$ cat src/rtl/core/lpi_pkg.sv
// Package for the line pixel interpolator: widths, pipeline depths and the
// structs that travel between the front end, the dividers and the top level.
// No dependencies.
package lpi_pkg;

    localparam int COORD_BITS  = 10;
    localparam int COLOUR_BITS = 24;
    localparam int ARGB_BITS   = 32;
    localparam logic [ARGB_BITS-COLOUR_BITS-1:0] ALPHA_OPAQUE = '1;

    localparam int DIFF_BITS = COORD_BITS + 1;
    localparam int PROD_BITS = 2 * COORD_BITS;
    localparam int DEN_BITS  = COORD_BITS + 1;

    // Quotient bits resolved per divider stage.
    localparam int QSTEP      = 2;
    localparam int DIV_STAGES = (COORD_BITS + QSTEP - 1) / QSTEP;
    localparam int Q_BITS     = DIV_STAGES * QSTEP;
    localparam int REM_BITS   = DEN_BITS + Q_BITS + 1;

    localparam int FRONT_STAGES = 3;
    localparam int PIPE_STAGES  = FRONT_STAGES + DIV_STAGES + 1;

    typedef logic [COORD_BITS-1:0] coord_t;

    // Per-word data that is not touched by the dividers.
    typedef struct packed {
        logic                   pix_valid;
        logic                   last;
        coord_t                 steps;
        logic [COLOUR_BITS-1:0] colour;
    } side_t;

    // One axis in flight through the divider.
    typedef struct packed {
        coord_t              start;
        logic                neg;
        logic [REM_BITS-1:0] rem;
        logic [DEN_BITS-1:0] den;
        logic [Q_BITS-1:0]   quo;
    } divw_t;

endpackage

$ cat src/rtl/core/lpi_front.sv
// Front end of the line pixel interpolator: deltas and step count, the
// magnitude products, and the rounded dividend and divisor. Uses lpi_pkg.
module lpi_front
    import lpi_pkg::*;
(
    input  logic                    clk,
    input  logic [FRONT_STAGES-1:0] en,
    input  coord_t                  start_x,
    input  coord_t                  start_y,
    input  coord_t                  end_x,
    input  coord_t                  end_y,
    input  coord_t                  step_index,
    input  logic [COLOUR_BITS-1:0]  rgb_colour,
    output divw_t                   div_x,
    output divw_t                   div_y,
    output side_t                   side
);

    // Stage A: absolute deltas, signs and step count.
    logic [DIFF_BITS-1:0] dx, dy;
    coord_t adx_next, ady_next, steps_a_next;
    coord_t adx_reg, ady_reg, steps_a_reg, sx_a_reg, sy_a_reg, idx_a_reg;
    logic   negx_a_reg, negy_a_reg;
    logic [COLOUR_BITS-1:0] colour_a_reg;

    always_comb
    begin
        dx = {1'b0, end_x} - {1'b0, start_x};
        dy = {1'b0, end_y} - {1'b0, start_y};
        adx_next = dx[DIFF_BITS-1] ? COORD_BITS'(-dx) : dx[COORD_BITS-1:0];
        ady_next = dy[DIFF_BITS-1] ? COORD_BITS'(-dy) : dy[COORD_BITS-1:0];
        steps_a_next = (adx_next > ady_next) ? adx_next : ady_next;
    end

    always_ff @(posedge clk)
    begin
        if (en[0])
        begin
            adx_reg      <= adx_next;
            ady_reg      <= ady_next;
            negx_a_reg   <= dx[DIFF_BITS-1];
            negy_a_reg   <= dy[DIFF_BITS-1];
            steps_a_reg  <= steps_a_next;
            sx_a_reg     <= start_x;
            sy_a_reg     <= start_y;
            idx_a_reg    <= step_index;
            colour_a_reg <= rgb_colour;
        end
    end

    // Stage B: products and the step flags.
    logic [PROD_BITS-1:0] prod_x_reg, prod_y_reg;
    coord_t steps_b_reg, sx_b_reg, sy_b_reg;
    logic   negx_b_reg, negy_b_reg;
    side_t  side_b_next, side_b_reg;

    always_comb
    begin
        side_b_next.pix_valid = (steps_a_reg != '0) && (idx_a_reg < steps_a_reg);
        side_b_next.last      = side_b_next.pix_valid
                                && (idx_a_reg == steps_a_reg - COORD_BITS'(1));
        side_b_next.steps     = steps_a_reg;
        side_b_next.colour    = colour_a_reg;
    end

    always_ff @(posedge clk)
    begin
        if (en[1])
        begin
            prod_x_reg  <= adx_reg * idx_a_reg;
            prod_y_reg  <= ady_reg * idx_a_reg;
            steps_b_reg <= steps_a_reg;
            sx_b_reg    <= sx_a_reg;
            sy_b_reg    <= sy_a_reg;
            negx_b_reg  <= negx_a_reg;
            negy_b_reg  <= negy_a_reg;
            side_b_reg  <= side_b_next;
        end
    end

    // Stage C: dividend 2*|d|*i + steps, less one for a negative delta so that
    // the floor of the unsigned quotient gives round-half-up after negation.
    divw_t div_x_next, div_y_next, div_x_reg, div_y_reg;
    side_t side_c_reg;

    always_comb
    begin
        div_x_next.start = sx_b_reg;
        div_x_next.neg   = negx_b_reg;
        div_x_next.rem   = REM_BITS'({prod_x_reg, 1'b0}) + REM_BITS'(steps_b_reg)
                           - REM_BITS'(negx_b_reg);
        div_x_next.den   = {steps_b_reg, 1'b0};
        div_x_next.quo   = '0;
        div_y_next.start = sy_b_reg;
        div_y_next.neg   = negy_b_reg;
        div_y_next.rem   = REM_BITS'({prod_y_reg, 1'b0}) + REM_BITS'(steps_b_reg)
                           - REM_BITS'(negy_b_reg);
        div_y_next.den   = {steps_b_reg, 1'b0};
        div_y_next.quo   = '0;
    end

    always_ff @(posedge clk)
    begin
        if (en[2])
        begin
            div_x_reg  <= div_x_next;
            div_y_reg  <= div_y_next;
            side_c_reg <= side_b_reg;
        end
    end

    assign div_x = div_x_reg;
    assign div_y = div_y_reg;
    assign side  = side_c_reg;

endmodule

$ cat src/rtl/core/lpi_div.sv
// Pipelined restoring divider for one axis, QSTEP quotient bits per stage.
// Uses lpi_pkg.
module lpi_div
    import lpi_pkg::*;
(
    input  logic                  clk,
    input  logic [DIV_STAGES-1:0] en,
    input  divw_t                 din,
    output divw_t                 dout
);

    divw_t stage_reg [DIV_STAGES];

    for (genvar s = 0; s < DIV_STAGES; s++)
    begin : g_stage
        divw_t               cur;
        divw_t               stage_in;
        logic [REM_BITS-1:0] trial;

        if (s == 0)
        begin : g_first
            assign stage_in = din;
        end
        else
        begin : g_rest
            assign stage_in = stage_reg[s-1];
        end

        always_comb
        begin
            cur   = stage_in;
            trial = '0;
            for (int j = 0; j < QSTEP; j++)
            begin
                trial = REM_BITS'(cur.den) << (Q_BITS - 1 - (s * QSTEP + j));
                if (cur.rem >= trial)
                begin
                    cur.rem = cur.rem - trial;
                    cur.quo[Q_BITS - 1 - (s * QSTEP + j)] = 1'b1;
                end
            end
        end

        always_ff @(posedge clk)
        begin
            if (en[s])
            begin
                stage_reg[s] <= cur;
            end
        end
    end

    assign dout = stage_reg[DIV_STAGES-1];

endmodule

$ cat src/rtl/core/line_pixel_interpolator_top.sv
// Top level of the line pixel interpolator: handshake control, the sideband
// pipeline and the output register. Uses lpi_pkg, lpi_front and lpi_div.
//
// Usage: each input word holds a line's endpoints, a step index and a 24-bit
// color. The block returns one output word per input word: the pixel at that
// step of the DDA line, rounded half up, the packed opaque ARGB color, the
// step count max(|dx|, |dy|), a pixel_valid flag (step index below the step
// count) and is_last (the final drawn step). The end point itself is never
// produced; a zero-length line gives pixel_valid low. When pixel_valid is low,
// pixel_x and pixel_y are zero.
// Both channels use valid/ready; a word moves when valid and ready are high.
// The pipeline has three front stages (deltas, products, dividend), one stage
// per two quotient bits of the divider, and the output register. Throughput is
// one word per clock while the receiver holds out_ready high; the divider
// pipeline is what sets the depth.
// Each stage advances when it is empty or its successor advances, so bubbles
// are squeezed out while the receiver stalls, and in_ready only drops once
// every stage holds a word. Reset clears all stage valid bits; the data
// registers are not reset.
module line_pixel_interpolator_top
    import lpi_pkg::*;
(
    input  logic                   clk,
    input  logic                   rst_n,
    input  logic                   in_valid,
    output logic                   in_ready,
    input  coord_t                 start_x,
    input  coord_t                 start_y,
    input  coord_t                 end_x,
    input  coord_t                 end_y,
    input  coord_t                 step_index,
    input  logic [COLOUR_BITS-1:0] rgb_colour,
    output logic                   out_valid,
    input  logic                   out_ready,
    output logic                   pixel_valid,
    output coord_t                 pixel_x,
    output coord_t                 pixel_y,
    output logic [ARGB_BITS-1:0]   pixel_argb,
    output logic                   is_last,
    output coord_t                 step_count
);

    // Stage valid bits and the advance chain, from the output backwards.
    logic [PIPE_STAGES-1:0] vld_reg, vld_next, en;

    always_comb
    begin
        en[PIPE_STAGES-1] = !vld_reg[PIPE_STAGES-1] || out_ready;
        for (int k = PIPE_STAGES - 2; k >= 0; k--)
        begin
            en[k] = !vld_reg[k] || en[k+1];
        end
        for (int k = 0; k < PIPE_STAGES; k++)
        begin
            if (en[k])
            begin
                vld_next[k] = (k == 0) ? in_valid : vld_reg[(k == 0) ? 0 : k - 1];
            end
            else
            begin
                vld_next[k] = vld_reg[k];
            end
        end
    end

    always_ff @(posedge clk or negedge rst_n)
    begin
        if (!rst_n)
        begin
            vld_reg <= '0;
        end
        else
        begin
            vld_reg <= vld_next;
        end
    end

    assign in_ready  = en[0];
    assign out_valid = vld_reg[PIPE_STAGES-1];

    // Front end: deltas, products and dividends.
    divw_t front_x, front_y;
    side_t front_side;

    lpi_front u_front
    (
        .clk        (clk),
        .en         (en[FRONT_STAGES-1:0]),
        .start_x    (start_x),
        .start_y    (start_y),
        .end_x      (end_x),
        .end_y      (end_y),
        .step_index (step_index),
        .rgb_colour (rgb_colour),
        .div_x      (front_x),
        .div_y      (front_y),
        .side       (front_side)
    );

    // One divider per axis, in lockstep.
    divw_t quo_x, quo_y;

    lpi_div u_div_x
    (
        .clk  (clk),
        .en   (en[FRONT_STAGES +: DIV_STAGES]),
        .din  (front_x),
        .dout (quo_x)
    );

    lpi_div u_div_y
    (
        .clk  (clk),
        .en   (en[FRONT_STAGES +: DIV_STAGES]),
        .din  (front_y),
        .dout (quo_y)
    );

    // Sideband travels beside the dividers.
    side_t side_reg [DIV_STAGES];

    always_ff @(posedge clk)
    begin
        for (int s = 0; s < DIV_STAGES; s++)
        begin
            if (en[FRONT_STAGES + s])
            begin
                side_reg[s] <= (s == 0) ? front_side : side_reg[(s == 0) ? 0 : s - 1];
            end
        end
    end

    // Output stage: apply the sign, add the start point, zero invalid pixels.
    side_t  side_out;
    coord_t off_x, off_y, px_next, py_next;
    coord_t px_reg, py_reg, steps_reg;
    logic   pv_reg, last_reg;
    logic [COLOUR_BITS-1:0] colour_reg;

    always_comb
    begin
        side_out = side_reg[DIV_STAGES-1];
        off_x    = quo_x.quo[COORD_BITS-1:0];
        off_y    = quo_y.quo[COORD_BITS-1:0];
        px_next  = quo_x.neg ? quo_x.start - off_x : quo_x.start + off_x;
        py_next  = quo_y.neg ? quo_y.start - off_y : quo_y.start + off_y;
        if (!side_out.pix_valid)
        begin
            px_next = '0;
            py_next = '0;
        end
    end

    always_ff @(posedge clk)
    begin
        if (en[PIPE_STAGES-1])
        begin
            px_reg     <= px_next;
            py_reg     <= py_next;
            pv_reg     <= side_out.pix_valid;
            last_reg   <= side_out.last;
            steps_reg  <= side_out.steps;
            colour_reg <= side_out.colour;
        end
    end

    assign pixel_valid = pv_reg;
    assign pixel_x     = px_reg;
    assign pixel_y     = py_reg;
    assign pixel_argb  = {ALPHA_OPAQUE, colour_reg};
    assign is_last     = last_reg;
    assign step_count  = steps_reg;

    // An empty output register means every stage can advance.
    a_ready_when_drained: assert property (@(posedge clk) disable iff (!rst_n)
        !out_valid |-> in_ready)
        else $error("input stalled while the output stage is empty");

    a_invalid_zero: assert property (@(posedge clk) disable iff (!rst_n)
        (out_valid && !pixel_valid) |-> (pixel_x == '0 && pixel_y == '0))
        else $error("invalid pixel carries a nonzero position");

    a_last_is_drawn: assert property (@(posedge clk) disable iff (!rst_n)
        (out_valid && is_last) |-> (pixel_valid && step_count != '0))
        else $error("last flag on a pixel that is not drawn");

    a_drawn_in_range: assert property (@(posedge clk) disable iff (!rst_n)
        (out_valid && pixel_valid) |-> (step_count != '0))
        else $error("pixel drawn on a zero-length line");

endmodule

$ cat config.mk
export PLATFORM = sky130hd
export DESIGN_NAME = line_pixel_interpolator_top
export DESIGN_NICKNAME = d
export VERILOG_FILES = /design/src/rtl/core/lpi_pkg.sv /design/src/rtl/core/lpi_front.sv /design/src/rtl/core/lpi_div.sv /design/src/rtl/core/line_pixel_interpolator_top.sv
export SDC_FILE = /design/constraint.sdc
export NUM_CORES = 2
export LEC_CHECK = 0
export ABC_AREA = 1
export BUFFER_PORTS_ARGS = -buffer_cell sky130_fd_sc_hd__buf_4
export CAP_MARGIN = 5
export CORE_MARGIN = 1.5
export CORE_UTILIZATION = 40
export CTS_CLUSTER_DIAMETER = 120
export CTS_CLUSTER_SIZE = 28
export DETAILED_ROUTE_END_ITERATION = 10
export PLACE_DENSITY = 0.56
export SLEW_MARGIN = 20
export SYNTH_ARGS = -nofsm -noshare
export SYNTH_HDL_FRONTEND = slang
export SYNTH_SLANG_ARGS = --single-unit
$ cat constraint.sdc
create_clock -name clk -period 25.6 [get_ports clk]
set_clock_uncertainty 0.1 [all_clocks]
set_input_delay 3.84 -clock clk [delete_from_list [all_inputs] [get_ports clk]]
set_output_delay 3.84 -clock clk [all_outputs]
set_load 0.01 [all_outputs]
==> flow_summary.ini <==
[synthesis]
async_flop_share_pct = 1.03
ys_types = 64
synth-main-ff-cell = edfxtp_1
ys_ff_latch = 877
synth_edf_count = 868
synth_cells = 5783
ys_seq_area_share_pct = 47.9
synthTopCellsByArea = edfxtp_1 (47%), ha_1 (9.9%), nand2_1 (9.3%)
yosysTopAreaCell = edfxtp_1
yosys.area.top_type_share_pct = 47.5
yosys_warnings = 0
netlist_area_sq_um = 54900
avgSynthCellArea_sq_um = 9.50

[global_route]
first_global_vias = 37700
grt_pass1_wl_mm = 200
antenna_found_initial = 0
gr-total-overflow = 0
grt_max_degree = 80
grtUsageTotal_pct = 17.8

[clocking]
post_cts_buffers = 0
clock_path_buffers = 3
holdBufCountCts = 0
insertion_delay_ns = 0.66
cts_tree = done
cts_root_buf = clkbuf_16
htree_levels = 2
cts_resized = 0
path_clk_slew_ns = 0.10
cts_buffers = 41
clock-sinks = 877

[worst_setup_path]
r2r-start = vld_reg[8]
endpoint_kind = primary output
cp.arrival_ns = 8.45
critical_path_class = in -> out
r2r.worst_path.cells = 19
critPathCapture = in_ready
startpoint_type = input pin
r2r_setup_slack_ns = 19.43
cp_max_fo = 65
cp-startpoint = out_ready
slowest_stage = buf_4
critPathRequiredTime_ns = 21.66
timing.rr.end = u_front.prod_x_reg[13]
path_cells = buf_4, nor2_1, inv_2, buf_4, nor2_1, clkinv_2, nor2_1, inv_4, nor2_1, inv_4, nor2_1, inv_4, nor2_1, inv_4, nor2_1, inv_4, nor2_1, nand2_4, buf_4
slowest_delay_ns = 0.60
cp_common_cell = nor2_1

[sta]
max_freq_mhz = 80.7
period_share_pct = 48.4
worst_slack_ns = 13.21
setup_viol = 0
final_max_slew_viol_count = 0
slew_headroom_pct = 27.3
tightest_slew_ns = 1.09
final_hold_viol_count = 0
min_period_ns = 12.39
tns_ns = 0
rsz0062_at_grt = no

[drt]
drc = 0
drtIter0Drc = 1875
dr.pass1.iters = 5
detail-route-antenna-nets = 0
routed_wl_mm = 124
vias = 37500
wl_per_cell_um = 16.1
via_per_inst = 4.87

[layout]
diodes = 0
fin_nets = 6552
drive_gt1_share_pct = 5.54
largest_reg_flops = 180
syn2layout_area_growth_pct = 7.73

[floorplanning]
fp.dieArea_sq_um = 140000
die_h_um = 374
rows = 135
core_region_area_sq_um = 136000
start_util_pct = 40.4
ios = 144
die_w_um = 374

[status]
status = finished, final reports clean

[placed_design]
dp.final_hpwl_mm = 99.0
numPortBuffers = 135
place.gp.congestion = 0.924
pre_cts_slack_ns = 13.00

[hold_path]
holdCritPathClass = reg -> reg

[job]
drv_cap = 0
==> logic make-up after synthesis <==
family	count (synthesis)	share of synthesized area (%)
AOI/OAI and AO/OA	633	6.30
xor gates and xnor gates	282	4.50
adders and majority gates	581	15.3
buffers and inverters	1061	7.49
DFF	877	47.9
muxes	4	0.0797
other	1	0.00683
and+or+nand+nor	2344	18.5
==> placed cells by master (no fill, tap or decap), types with 19 or more instances in the layout <==
| master | count |
|---|---|
| nor3_1 | 60 |
| o21ai_0 | 202 |
| inv_1 | 948 |
| edfxtp_1 | 868 |
| ha_1 | 433 |
| buf_4 | 151 |
| nor2_1 | 368 |
| a21o_1 | 21 |
| clkbuf_16 | 41 |
| nand3_1 | 317 |
| nand4_1 | 99 |
| xor2_1 | 159 |
| nand2_1 | 1362 |
| a21oi_1 | 308 |
| fa_1 | 148 |
| xnor2_1 | 123 |
| nand3b_1 | 21 |
| nand3_2 | 20 |
| or2_2 | 19 |
==> synth_stat cells, types with 10 or more instances <==
library cell / n
nand4_1: 99
nor2_4: 10
inv_2: 13
xor2_1: 159
nor4_1: 13
or2_2: 19
fa_1: 148
nor2_2: 17
buf_4: 17
inv_1: 956
buf_2: 12
ha_1: 433
a21boi_0: 11
nand3_2: 20
clkbuf_1: 54
o21bai_1: 17
o21ai_0: 202
nand2_2: 10
edfxtp_1: 868
nor2_1: 368
xnor2_1: 123
o21ai_1: 15
nand3_1: 317
nand3b_1: 21
a21oi_1: 308
a21o_1: 21
nand2_1: 1363
nor3_1: 60
==> worst min-delay path by stage <==
stage | from | endpoint | slack, ns | cells after the start
2_1_floorplan | side_reg[0][144] | colour_reg[0] | 0.30 | 0
3_3_place_gp | u_div_y.stage_reg[0][214] | u_div_y.stage_reg[0][268] | 0.30 | 0
3_5_place_dp | side_reg[0][153] | colour_reg[9] | 0.30 | 0
4_1_cts | side_reg[0][82] | side_reg[0][118] | 0.31 | 0
5_1_grt | side_reg[0][3] | side_reg[0][39] | 0.32 | 0
6_report | side_reg[0][82] | side_reg[0][118] | 0.31 | 0
==> stage by stage <==
step / util [%] / hold WS, ns / std cells / cell area (sq um)
floorplan: - / 0.300 / 5790 / 54900
global placement: 42.6 / 0.301 / 7631 / 57800
detailed placement: 42.6 / 0.305 / 7631 / 57800
CTS: 43.6 / 0.309 / 7701 / 59200
global route: 43.6 / 0.323 / 7701 / 59200
finish: 43.6 / 0.305 / 7701 / 59200
==> layout make-up <==
| class | count | area [sq um] |
|---|---|---|
| tap | 1781 | 2230 |
| sequential | 877 | 26300 |
| clock inverter | 12 | 216 |
| clock buffer | 58 | 1090 |
| timing repair buffer | 151 | 1130 |
| inverter | 970 | 3660 |
| fill | 13200 | 76600 |
| multi-input combinational | 3852 | 24500 |
==> layer usage <==
metal | vias to the layer above | share of wire (%) | global-route usage, % | wire, um
li1 | 19400 | - | - | -
met1 | 17600 | 46 | 22.9 | 56500
met2 | 461 | 49 | 31.8 | 60900
met3 | 144 | 2.4 | 1.55 | 2990
met4 | 0 | 3.0 | 5.41 | 3710
met5 | - | 0 | 0 | 0
==> critical path, delay by kind of cell <==
| kind | cells | cell delay [ns] |
|---|---|---|
| buf+inv | 10 | 3.30 |
| simple gates | 9 | 1.26 |
Power is not shown: default switching activity piles up to over one toggle a cycle in this logic, so the estimate is an artifact.
